`config.mk`:
```
export PLATFORM = sky130hd
export DESIGN_NAME = auto_trim_content_bounds
export DESIGN_NICKNAME = d
export VERILOG_FILES = /design/src/rtl/atcb_pkg.sv /design/src/rtl/atcb_cfg.sv /design/src/rtl/atcb_front.sv /design/src/rtl/atcb_fifo.sv /design/src/rtl/atcb_back.sv /design/src/rtl/auto_trim_content_bounds.sv
export SDC_FILE = /design/constraint.sdc
export NUM_CORES = 1
export LEC_CHECK = 0
export BUFFER_PORTS_ARGS = -buffer_cell sky130_fd_sc_hd__buf_4
export CORE_UTILIZATION = 60
export DETAILED_ROUTE_END_ITERATION = 7
export GPL_TIMING_DRIVEN = 0
export HOLD_SLACK_MARGIN = 0.02
export PLACE_DENSITY = 0.91
export SYNTH_ARGS = -nofsm -noshare
export SYNTH_HDL_FRONTEND = slang
export SYNTH_SLANG_ARGS = --single-unit
```
`constraint.sdc`:
```
create_clock -name i_clk -period 9.8 [get_ports i_clk]
set_clock_uncertainty 0.15 [all_clocks]
set_input_delay 0.98 -clock i_clk [delete_from_list [all_inputs] [get_ports i_clk]]
set_output_delay 0.98 -clock i_clk [all_outputs]
set_load 0.05 [all_outputs]
```
`src/rtl/atcb_pkg.sv`:
```
// Shared types, constants and register codes for the auto-trim bounds block.
// No dependencies; imported by every module under rtl/.
`timescale 1ns / 1ps

package atcb_pkg;

    localparam int MAX_SIDE   = 16384;
    localparam int COORD_W    = 14;
    localparam int SIDE_W     = 15;
    localparam int CHAN_W     = 16;
    localparam int TOL_W      = 8;
    localparam int SIDES_W    = 4;
    localparam int CFG_IDX_W  = 3;
    localparam int CFG_DATA_W = 64;
    localparam int IN_DATA_W  = 96;
    localparam int OUT_DATA_W = 64;
    localparam int SIDE_CAP   = (MAX_SIDE < 16384) ? MAX_SIDE : 16384;

    localparam logic [COORD_W-1:0] COORD_ONES = {COORD_W{1'b1}};

    typedef enum logic [CFG_IDX_W-1:0] {
        CFG_TRIM_MODE = 3'd0,
        CFG_TOLERANCE = 3'd1,
        CFG_REFERENCE = 3'd2,
        CFG_SIDES     = 3'd3,
        CFG_WIDTH     = 3'd4,
        CFG_HEIGHT    = 3'd5
    } t_cfg_reg;

    typedef enum logic [1:0] {
        ST_TRIM     = 2'd0,
        ST_NO_SIDES = 2'd1,
        ST_ALL_BG   = 2'd2,
        ST_TIGHT    = 2'd3
    } t_status;

    // Decoded configuration, shared by front and back.
    typedef struct packed {
        logic                   trim_mode;
        logic [CHAN_W-1:0]      tol_scaled;   // tolerance * 257
        logic [CHAN_W-1:0]      ref_red;
        logic [CHAN_W-1:0]      ref_green;
        logic [CHAN_W-1:0]      ref_blue;
        logic [CHAN_W-1:0]      ref_alpha;
        logic [SIDES_W-1:0]     sides;
        logic [COORD_W-1:0]     last_col;     // effective width - 1
        logic [COORD_W-1:0]     last_row;     // effective height - 1
    } t_cfg;

    // Classified pixel word passed from front to back.
    typedef struct packed {
        logic               hit;
        logic [COORD_W-1:0] x;
        logic [COORD_W-1:0] y;
        logic               last;
    } t_item;

    typedef struct packed {
        t_status            status;
        logic [COORD_W-1:0] left;
        logic [COORD_W-1:0] top;
        logic [COORD_W-1:0] right;
        logic [COORD_W-1:0] bottom;
    } t_result;

endpackage

```
`src/rtl/atcb_cfg.sv`:
```
// Configuration register file: decodes writes and precomputes canvas limits.
// Depends on atcb_pkg.
`timescale 1ns / 1ps

module atcb_cfg
    import atcb_pkg::*;
(
    input  logic                  i_clk,
    input  logic                  i_rst_n,
    input  logic                  i_cfg_valid,
    output logic                  o_cfg_ready,
    input  logic [CFG_IDX_W-1:0]  i_cfg_index,
    input  logic [CFG_DATA_W-1:0] i_cfg_data,
    output t_cfg                  o_cfg
);

    t_cfg r_cfg;
    t_cfg n_cfg;

    // Zero counts as one, oversize clamps to the cap; store side - 1.
    function automatic logic [COORD_W-1:0] last_index(input logic [SIDE_W-1:0] v);
        logic [SIDE_W-1:0] m;
        m = v - SIDE_W'(1);
        if (v == '0)
            return '0;
        else if (v > SIDE_W'(SIDE_CAP))
            return COORD_W'(SIDE_CAP - 1);
        else
            return m[COORD_W-1:0];
    endfunction

    always_comb begin
        n_cfg = r_cfg;
        if (i_cfg_valid) begin
            case (t_cfg_reg'(i_cfg_index))
                CFG_TRIM_MODE: n_cfg.trim_mode = i_cfg_data[0];
                CFG_TOLERANCE: n_cfg.tol_scaled = {i_cfg_data[TOL_W-1:0],
                                                   i_cfg_data[TOL_W-1:0]};
                CFG_REFERENCE: begin
                    n_cfg.ref_red   = i_cfg_data[63:48];
                    n_cfg.ref_green = i_cfg_data[47:32];
                    n_cfg.ref_blue  = i_cfg_data[31:16];
                    n_cfg.ref_alpha = i_cfg_data[15:0];
                end
                CFG_SIDES:  n_cfg.sides    = i_cfg_data[SIDES_W-1:0];
                CFG_WIDTH:  n_cfg.last_col = last_index(i_cfg_data[SIDE_W-1:0]);
                CFG_HEIGHT: n_cfg.last_row = last_index(i_cfg_data[SIDE_W-1:0]);
                default: ;
            endcase
        end
    end

    always_ff @(posedge i_clk) begin
        if (!i_rst_n) begin
            r_cfg.trim_mode  <= 1'b0;
            r_cfg.tol_scaled <= '0;
            r_cfg.ref_red    <= '0;
            r_cfg.ref_green  <= '0;
            r_cfg.ref_blue   <= '0;
            r_cfg.ref_alpha  <= '0;
            r_cfg.sides      <= '1;
            r_cfg.last_col   <= COORD_W'(SIDE_CAP - 1);
            r_cfg.last_row   <= COORD_W'(SIDE_CAP - 1);
        end else begin
            r_cfg <= n_cfg;
        end
    end

    assign o_cfg_ready = 1'b1;
    assign o_cfg       = r_cfg;

endmodule

```
`src/rtl/atcb_front.sv`:
```
// Front end: unpacks a pixel word and classifies it as content inside the canvas.
// Depends on atcb_pkg.
`timescale 1ns / 1ps

module atcb_front
    import atcb_pkg::*;
(
    input  t_cfg                 i_cfg,
    input  logic [IN_DATA_W-1:0] i_tdata,  // red, green, blue, alpha, x, y
    input  logic                 i_tlast,  // frame_last
    output t_item                o_item
);

    logic [CHAN_W-1:0]  w_red, w_green, w_blue, w_alpha;
    logic [COORD_W-1:0] w_x, w_y;
    logic               w_match, w_content, w_inside;

    function automatic logic near(input logic [CHAN_W-1:0] a,
                                  input logic [CHAN_W-1:0] b,
                                  input logic [CHAN_W-1:0] tol);
        logic [CHAN_W-1:0] d;
        d = (a > b) ? (a - b) : (b - a);
        return d <= tol;
    endfunction

    assign w_red   = i_tdata[15:0];
    assign w_green = i_tdata[31:16];
    assign w_blue  = i_tdata[47:32];
    assign w_alpha = i_tdata[63:48];
    assign w_x     = i_tdata[77:64];
    assign w_y     = i_tdata[91:78];

    // Two fully transparent pixels match regardless of color.
    assign w_match = ((w_alpha == '0) && (i_cfg.ref_alpha == '0)) ||
                     (near(w_red,   i_cfg.ref_red,   i_cfg.tol_scaled) &&
                      near(w_green, i_cfg.ref_green, i_cfg.tol_scaled) &&
                      near(w_blue,  i_cfg.ref_blue,  i_cfg.tol_scaled) &&
                      near(w_alpha, i_cfg.ref_alpha, i_cfg.tol_scaled));

    assign w_content = i_cfg.trim_mode ? !w_match : (w_alpha != '0);
    assign w_inside  = (w_x <= i_cfg.last_col) && (w_y <= i_cfg.last_row);

    assign o_item.hit  = w_content && w_inside;
    assign o_item.x    = w_x;
    assign o_item.y    = w_y;
    assign o_item.last = i_tlast;

endmodule

```
`src/rtl/atcb_fifo.sv`:
```
// Four-entry queue of classified pixel words between front and back.
// Depends on atcb_pkg.
`timescale 1ns / 1ps

module atcb_fifo
    import atcb_pkg::*;
(
    input  logic  i_clk,
    input  logic  i_rst_n,
    input  logic  i_push,
    input  t_item i_item,
    output logic  o_full,
    input  logic  i_pop,
    output logic  o_valid,
    output t_item o_item
);

    localparam int DEPTH = 4;
    localparam int PTR_W = $clog2(DEPTH);

    t_item            r_mem [DEPTH];
    logic [PTR_W-1:0] r_wr_ptr, n_wr_ptr;
    logic [PTR_W-1:0] r_rd_ptr, n_rd_ptr;
    logic [PTR_W:0]   r_count,  n_count;

    assign o_full  = (r_count == (PTR_W+1)'(DEPTH));
    assign o_valid = (r_count != '0);
    assign o_item  = r_mem[r_rd_ptr];

    always_comb begin
        n_wr_ptr = i_push ? r_wr_ptr + PTR_W'(1) : r_wr_ptr;
        n_rd_ptr = i_pop  ? r_rd_ptr + PTR_W'(1) : r_rd_ptr;
        n_count  = r_count + (PTR_W+1)'(i_push) - (PTR_W+1)'(i_pop);
    end

    always_ff @(posedge i_clk) begin
        if (i_push)
            r_mem[r_wr_ptr] <= i_item;
    end

    always_ff @(posedge i_clk) begin
        if (!i_rst_n) begin
            r_wr_ptr <= '0;
            r_rd_ptr <= '0;
            r_count  <= '0;
        end else begin
            r_wr_ptr <= n_wr_ptr;
            r_rd_ptr <= n_rd_ptr;
            r_count  <= n_count;
        end
    end

endmodule

```
`src/rtl/atcb_back.sv`:
```
// Back end: accumulates content bounds and builds the trim result on frame end.
// Depends on atcb_pkg.
`timescale 1ns / 1ps

module atcb_back
    import atcb_pkg::*;
(
    input  logic    i_clk,
    input  logic    i_rst_n,
    input  t_cfg    i_cfg,
    input  logic    i_valid,
    input  t_item   i_item,
    output logic    o_pop,
    output logic    o_res_valid,
    input  logic    i_res_ready,
    output t_result o_res
);

    logic [COORD_W-1:0] r_min_col, n_min_col, r_max_col, n_max_col;
    logic [COORD_W-1:0] r_min_row, n_min_row, r_max_row, n_max_row;
    logic               r_seen, n_seen;
    logic               r_out_valid, n_out_valid;
    t_result            r_out, n_out;

    logic [COORD_W-1:0] w_min_col, w_max_col, w_min_row, w_max_row;
    logic               w_seen, w_take_l, w_take_r, w_take_t, w_take_b;
    t_result            w_res;

    // Non-final words never need the output slot.
    assign o_pop = i_valid && (!i_item.last || !r_out_valid || i_res_ready);

    // Bounds including the word at the head of the queue.
    always_comb begin
        w_min_col = (i_item.hit && i_item.x < r_min_col) ? i_item.x : r_min_col;
        w_max_col = (i_item.hit && i_item.x > r_max_col) ? i_item.x : r_max_col;
        w_min_row = (i_item.hit && i_item.y < r_min_row) ? i_item.y : r_min_row;
        w_max_row = (i_item.hit && i_item.y > r_max_row) ? i_item.y : r_max_row;
        w_seen    = r_seen || i_item.hit;
    end

    always_comb begin
        w_take_l = !i_cfg.trim_mode || i_cfg.sides[0];
        w_take_r = !i_cfg.trim_mode || i_cfg.sides[1];
        w_take_t = !i_cfg.trim_mode || i_cfg.sides[2];
        w_take_b = !i_cfg.trim_mode || i_cfg.sides[3];
        w_res.left   = '0;
        w_res.top    = '0;
        w_res.right  = i_cfg.last_col;
        w_res.bottom = i_cfg.last_row;
        if (i_cfg.trim_mode && (i_cfg.sides == '0)) begin
            w_res.status = ST_NO_SIDES;
        end else if (!w_seen) begin
            w_res.status = ST_ALL_BG;
        end else begin
            if (w_take_l) w_res.left   = w_min_col;
            if (w_take_r) w_res.right  = w_max_col;
            if (w_take_t) w_res.top    = w_min_row;
            if (w_take_b) w_res.bottom = w_max_row;
            w_res.status = ((w_res.left == '0) && (w_res.top == '0) &&
                            (w_res.right == i_cfg.last_col) &&
                            (w_res.bottom == i_cfg.last_row)) ? ST_TIGHT : ST_TRIM;
        end
    end

    always_comb begin
        n_min_col   = r_min_col;
        n_max_col   = r_max_col;
        n_min_row   = r_min_row;
        n_max_row   = r_max_row;
        n_seen      = r_seen;
        n_out       = r_out;
        n_out_valid = r_out_valid && !i_res_ready;
        if (o_pop) begin
            if (i_item.last) begin
                n_min_col   = COORD_ONES;
                n_max_col   = '0;
                n_min_row   = COORD_ONES;
                n_max_row   = '0;
                n_seen      = 1'b0;
                n_out       = w_res;
                n_out_valid = 1'b1;
            end else begin
                n_min_col = w_min_col;
                n_max_col = w_max_col;
                n_min_row = w_min_row;
                n_max_row = w_max_row;
                n_seen    = w_seen;
            end
        end
    end

    always_ff @(posedge i_clk) begin
        if (!i_rst_n) begin
            r_min_col   <= COORD_ONES;
            r_max_col   <= '0;
            r_min_row   <= COORD_ONES;
            r_max_row   <= '0;
            r_seen      <= 1'b0;
            r_out_valid <= 1'b0;
        end else begin
            r_min_col   <= n_min_col;
            r_max_col   <= n_max_col;
            r_min_row   <= n_min_row;
            r_max_row   <= n_max_row;
            r_seen      <= n_seen;
            r_out_valid <= n_out_valid;
        end
    end

    always_ff @(posedge i_clk) begin
        r_out <= n_out;
    end

    assign o_res_valid = r_out_valid;
    assign o_res       = r_out;

    a_bounds_clear: assert property (@(posedge i_clk) disable iff (!i_rst_n)
        !r_seen |-> (r_min_col == COORD_ONES) && (r_max_col == '0) &&
                    (r_min_row == COORD_ONES) && (r_max_row == '0))
        else $error("bounds not at reset value with no content seen");

    a_clear_after_frame: assert property (@(posedge i_clk) disable iff (!i_rst_n)
        (o_pop && i_item.last) |=> !r_seen && r_out_valid)
        else $error("frame end did not clear bounds or load result");

    a_rect_ordered: assert property (@(posedge i_clk) disable iff (!i_rst_n)
        r_out_valid |-> (r_out.left <= r_out.right) && (r_out.top <= r_out.bottom))
        else $error("result rectangle is empty");

    a_rect_inside: assert property (@(posedge i_clk) disable iff (!i_rst_n)
        r_out_valid |-> (r_out.right <= i_cfg.last_col) &&
                        (r_out.bottom <= i_cfg.last_row))
        else $error("result rectangle exceeds canvas");

endmodule

```
`src/rtl/auto_trim_content_bounds.sv`:
```
// Top level of the auto-trim content bounds block.
// Depends on atcb_pkg, atcb_cfg, atcb_front, atcb_fifo, atcb_back.
//
// Usage:
//   Pixels enter on the s_axis stream, one word per clock while tready is high: tdata carries
//   red, green, blue, alpha (16 bits each), column and row (14 bits each);
//   tlast marks the final pixel of a frame. Each frame end yields one word on
//   m_axis: status (2 bits) then left, top, right, bottom (14 bits each).
//   Registers are written over the cfg channel (index, 64-bit data), which is
//   always ready; write only while no frame is in flight.
// Timing:
//   One pixel per clock while s_axis tready is high. The frame's last pixel is
//   classified and written into the four-entry queue; the bounds stage then
//   loads the result word into the output register that drives m_axis.
// Stalls:
//   While a result waits on m_axis, pixels of the next frame keep flowing into
//   the bounds stage; only a second frame end waits, and s_axis drops tready
//   once the queue fills.
// Reset:
//   Synchronous, active low. Clears the queue, the bounds and the output
//   valid flag; registers return to mode 0, tolerance 0, reference 0, all four
//   sides, and a 16384 by 16384 canvas.
`timescale 1ns / 1ps

module auto_trim_content_bounds
    import atcb_pkg::*;
(
    input  logic                  i_clk,
    input  logic                  i_rst_n,
    input  logic                  i_s_axis_tvalid,
    output logic                  o_s_axis_tready,
    // red[15:0], green[31:16], blue[47:32], alpha[63:48], x[77:64], y[91:78]
    input  logic [IN_DATA_W-1:0]  i_s_axis_tdata,
    input  logic                  i_s_axis_tlast,
    output logic                  o_m_axis_tvalid,
    input  logic                  i_m_axis_tready,
    // status[1:0], left[15:2], top[29:16], right[43:30], bottom[57:44]
    output logic [OUT_DATA_W-1:0] o_m_axis_tdata,
    input  logic                  i_cfg_valid,
    output logic                  o_cfg_ready,
    input  logic [CFG_IDX_W-1:0]  i_cfg_index,
    input  logic [CFG_DATA_W-1:0] i_cfg_data
);

    t_cfg    w_cfg;
    t_item   w_front_item, w_queue_item;
    t_result w_res;
    logic    w_full, w_push, w_pop, w_queue_valid;

    atcb_cfg u_cfg (
        .i_clk       (i_clk),
        .i_rst_n     (i_rst_n),
        .i_cfg_valid (i_cfg_valid),
        .o_cfg_ready (o_cfg_ready),
        .i_cfg_index (i_cfg_index),
        .i_cfg_data  (i_cfg_data),
        .o_cfg       (w_cfg)
    );

    atcb_front u_front (
        .i_cfg   (w_cfg),
        .i_tdata (i_s_axis_tdata),
        .i_tlast (i_s_axis_tlast),
        .o_item  (w_front_item)
    );

    assign o_s_axis_tready = !w_full;
    assign w_push          = i_s_axis_tvalid && !w_full;

    atcb_fifo u_fifo (
        .i_clk   (i_clk),
        .i_rst_n (i_rst_n),
        .i_push  (w_push),
        .i_item  (w_front_item),
        .o_full  (w_full),
        .i_pop   (w_pop),
        .o_valid (w_queue_valid),
        .o_item  (w_queue_item)
    );

    atcb_back u_back (
        .i_clk       (i_clk),
        .i_rst_n     (i_rst_n),
        .i_cfg       (w_cfg),
        .i_valid     (w_queue_valid),
        .i_item      (w_queue_item),
        .o_pop       (w_pop),
        .o_res_valid (o_m_axis_tvalid),
        .i_res_ready (i_m_axis_tready),
        .o_res       (w_res)
    );

    assign o_m_axis_tdata = {6'd0, w_res.bottom, w_res.right, w_res.top,
                             w_res.left, w_res.status};

endmodule
```
==> results_dict.tcl <==
set metrics [dict create \
    ant_nets 0 \
    tightest_slew_ns 1.17 \
    layout-drive-gt1-share 0.126 \
    final_cell_mix "nand2_1, ha_1, inv_1" \
    syn_area_um2 24400 \
    rsz0062_at_grt "false" \
    crit_fanout 10 \
    seq_area_frac_synth 0.361 \
    drc 0 \
    cts_hold_buf 0 \
    hold_path_depth 2 \
    synth-seq-cells 350 \
    antenna_found_initial 1 \
    fin_crit_ns 6.52 \
    clock_sinks 350 \
    yosysTopAreaCell "edfxtp_1" \
    met2_usage 0.601 \
    cts_setup_buffers 0 \
    portBuffers 222 \
    gr-usage-all-layers 0.359 \
    dp_hpwl_mm 56.3 \
    area_delta_synth_final_pct 15.0 \
    status "finished clean" \
    n_fill_cell 2962 \
    vias_per_cell 6.26 \
    cts-root-buf "clkbuf_16" \
    reg2reg_slack_ns 3.49 \
    netlist.area_leader.share 0.219 \
    finalPower_w 0.00722 \
    htreeDepth 2 \
    gr-usage-met1 0.441 \
    grt_max_degree 32 \
    power_density_nw_per_um2 258 \
    grt_overflow_total 0 \
    yosysUniqueCellTypes 76 \
    initial_utilization 0.610 \
    use_met3 0.0662 \
    drt_pass1_iterations 8 \
    routedWlPerCell_um 21.8 \
    synth_edf_count 178 \
    num_rows 73 \
    routed_wl_mm 75.3 \
    required_ns 9.93 \
    yosysWarningCount 0 \
    ys.flop_type "edfxtp_1" \
    hold_path.class "reg -> reg" \
    period_share 0.665 \
    worst_hold_slack_ns 0.319 \
    busiest_layer "met2" \
    synthTopCellsByArea "edfxtp_1, ha_1, dfxtp_1" \
    p_leak_nw 12.1 \
    finalNetCount 3352 \
    slew_viol_final 0 \
    dr_total_vias 21600 \
    worst_setup_path_end_kind "register" \
    cts_resized 0 \
    core_area_um2 39900 \
    start_kind "primary input" \
    postLayoutCoreUtil 0.702 \
    worst-setup-path-type "in -> reg" \
    setup_viol 0 \
    cts_made_buffers 38 \
    first_global_vias 21400 \
    async_reset_ff_frac 0 \
    grt_pass1_wl_mm 115 \
    post_synth.cell_area_avg_um2 9.26 \
    io_pins 236 \
    clock_latency_ns 0.58 \
    timing.fmax_mhz 153 \
    die-area_um2 41400 \
    final_common_cell "nand2_1" \
    max_slew_margin 0.219 \
    arrival_ns 6.65 \
    vdd_drop_max_mv 0.150 \
    die_h_um 203 \
    gp_congestion 0.982 \
    fin_setup_tns_ns 0 \
    fp.dieW_um 203 \
    clk_pin_slew_ns 0.06 \
    netlist_instances 2629 \
    cts_buffer_depth 3 \
    first_iter_violations 1773 \
    tritoncts "done" \
    reg2regPathDepth 21 \
    maxCapViolCount 0 \
    hold_violations 0 \
]
registers in the layout (all words and copies together), names as in the netlist, named ones only:
| register | count |
|---|---|
| u_fifo.r_rd_ptr | 2 |
| u_fifo.r_wr_ptr | 2 |
| u_back.r_min_row | 14 |
| u_back.o_res | 58 |
| u_back.r_min_col | 14 |
| u_fifo.r_count | 3 |
| u_cfg.o_cfg | 105 |
| u_back.r_seen | 1 |
| u_fifo.r_mem | 120 |
| u_back.o_res_valid | 1 |
| u_back.r_max_col | 14 |
| u_back.r_max_row | 14 |
layout make-up:
type                       count  area [um^2]  area share
multi-input combinational   1898        14100       0.503
timing repair buffer         223         1690      0.0602
inverter                     269         1010      0.0360
buffer                       117          509      0.0182
clock buffer                  51         1060      0.0379
tap                          525          657      0.0235
antenna                        1         2.50   0.0000893
clock inverter                19          221     0.00791
sequential                   350         8790       0.314
metal layers:
layer  vias to the layer above  wire [um]  share of wire
met2                      1255      35200           0.47
met3                       263       7300          0.097
met5                         -          0              0
met1                     10100      28700           0.38
li1                       9945          -              -
met4                         0       4000          0.053
cells in the mapped netlist, drive strengths merged (9+ instances only):
library cell	number
fa	9
nand3	17
a21oi	142
a22oi	36
o21a	38
a21o	91
o211ai	67
mux4	30
o21bai	23
nand2	319
xor2	31
a21boi	89
nor2b	54
mux2	15
o31ai	13
xnor2	49
inv	269
nand4	48
a31oi	13
o22ai	9
a211oi	23
edfxtp	178
o21ai	107
mux2i	87
and2	18
clkbuf	90
nor4	29
ha	277
dfxtp	172
nand2b	15
buf	27
nor3	22
nor2	119
power by group:
group          leakage, nW  internal [W]  switching [W]
logic                 8.47       0.00120        0.00240
registers             3.05       0.00194       0.000165
clock network        0.623      0.000874       0.000637
total                 12.1       0.00401        0.00321
critical path, stage by stage:
cell      delay (ns)
buf_4           0.08
inv_1           0.03
ha_1            0.26
clkbuf_1        0.37
nand2_1         0.13
nor2_1          0.23
nand4_1         0.22
nand4b_1        0.23
a21oi_1         0.40
clkbuf_1        0.51
clkbuf_1        0.48
mux2_2          0.41
ha_1            0.30
nor2b_1         0.15
o21a_1          0.18
o21a_1          0.17
o21a_1          0.17
o21a_1          0.17
o21ai_0         0.15
a21oi_1         0.10
o221ai_1        0.47
o211a_1         0.29
a211oi_1        0.15
through the flow:
step | cells | cell area [um^2] | setup slack, ns
floorplan | 2634 | 24400 | 4.19
global placement | 3381 | 26700 | 2.96
detailed placement | 3382 | 26700 | 2.88
CTS | 3452 | 28000 | 3.45
global route | 3452 | 28000 | 2.99
finish | 3453 | 28000 | 3.28
worst paths after layout:
kind / from / end
max: i_s_axis_tdata[11] / u_fifo.r_mem[0][29]$_DFFE_PP_
min: u_cfg.o_cfg[103]$_SDFFE_PN0P_ / u_cfg.o_cfg[103]$_SDFFE_PN0P_
max reg2reg: u_cfg.o_cfg[91]$_SDFFE_PN0P_ / u_fifo.r_mem[0][29]$_DFFE_PP_
min reg2reg: u_cfg.o_cfg[103]$_SDFFE_PN0P_ / u_cfg.o_cfg[103]$_SDFFE_PN0P_
cell families (layout without fill, tap and decap cells):
group                    count (synthesis)  in the layout  share of synthesized area
AO/OA/AOI/OAI                          706            706                      0.196
AND/OR/NAND/NOR                        685            685                      0.131
XOR/XNOR                                80             80                     0.0288
flip-flops                             350            350                      0.361
other                                    2              8                   0.000308
adder cells (fa/ha/maj)                288            288                      0.151
buffers and inverters                  386            679                     0.0624
multiplexers                           132            132                     0.0706
Power figures use the tool's default switching activity.
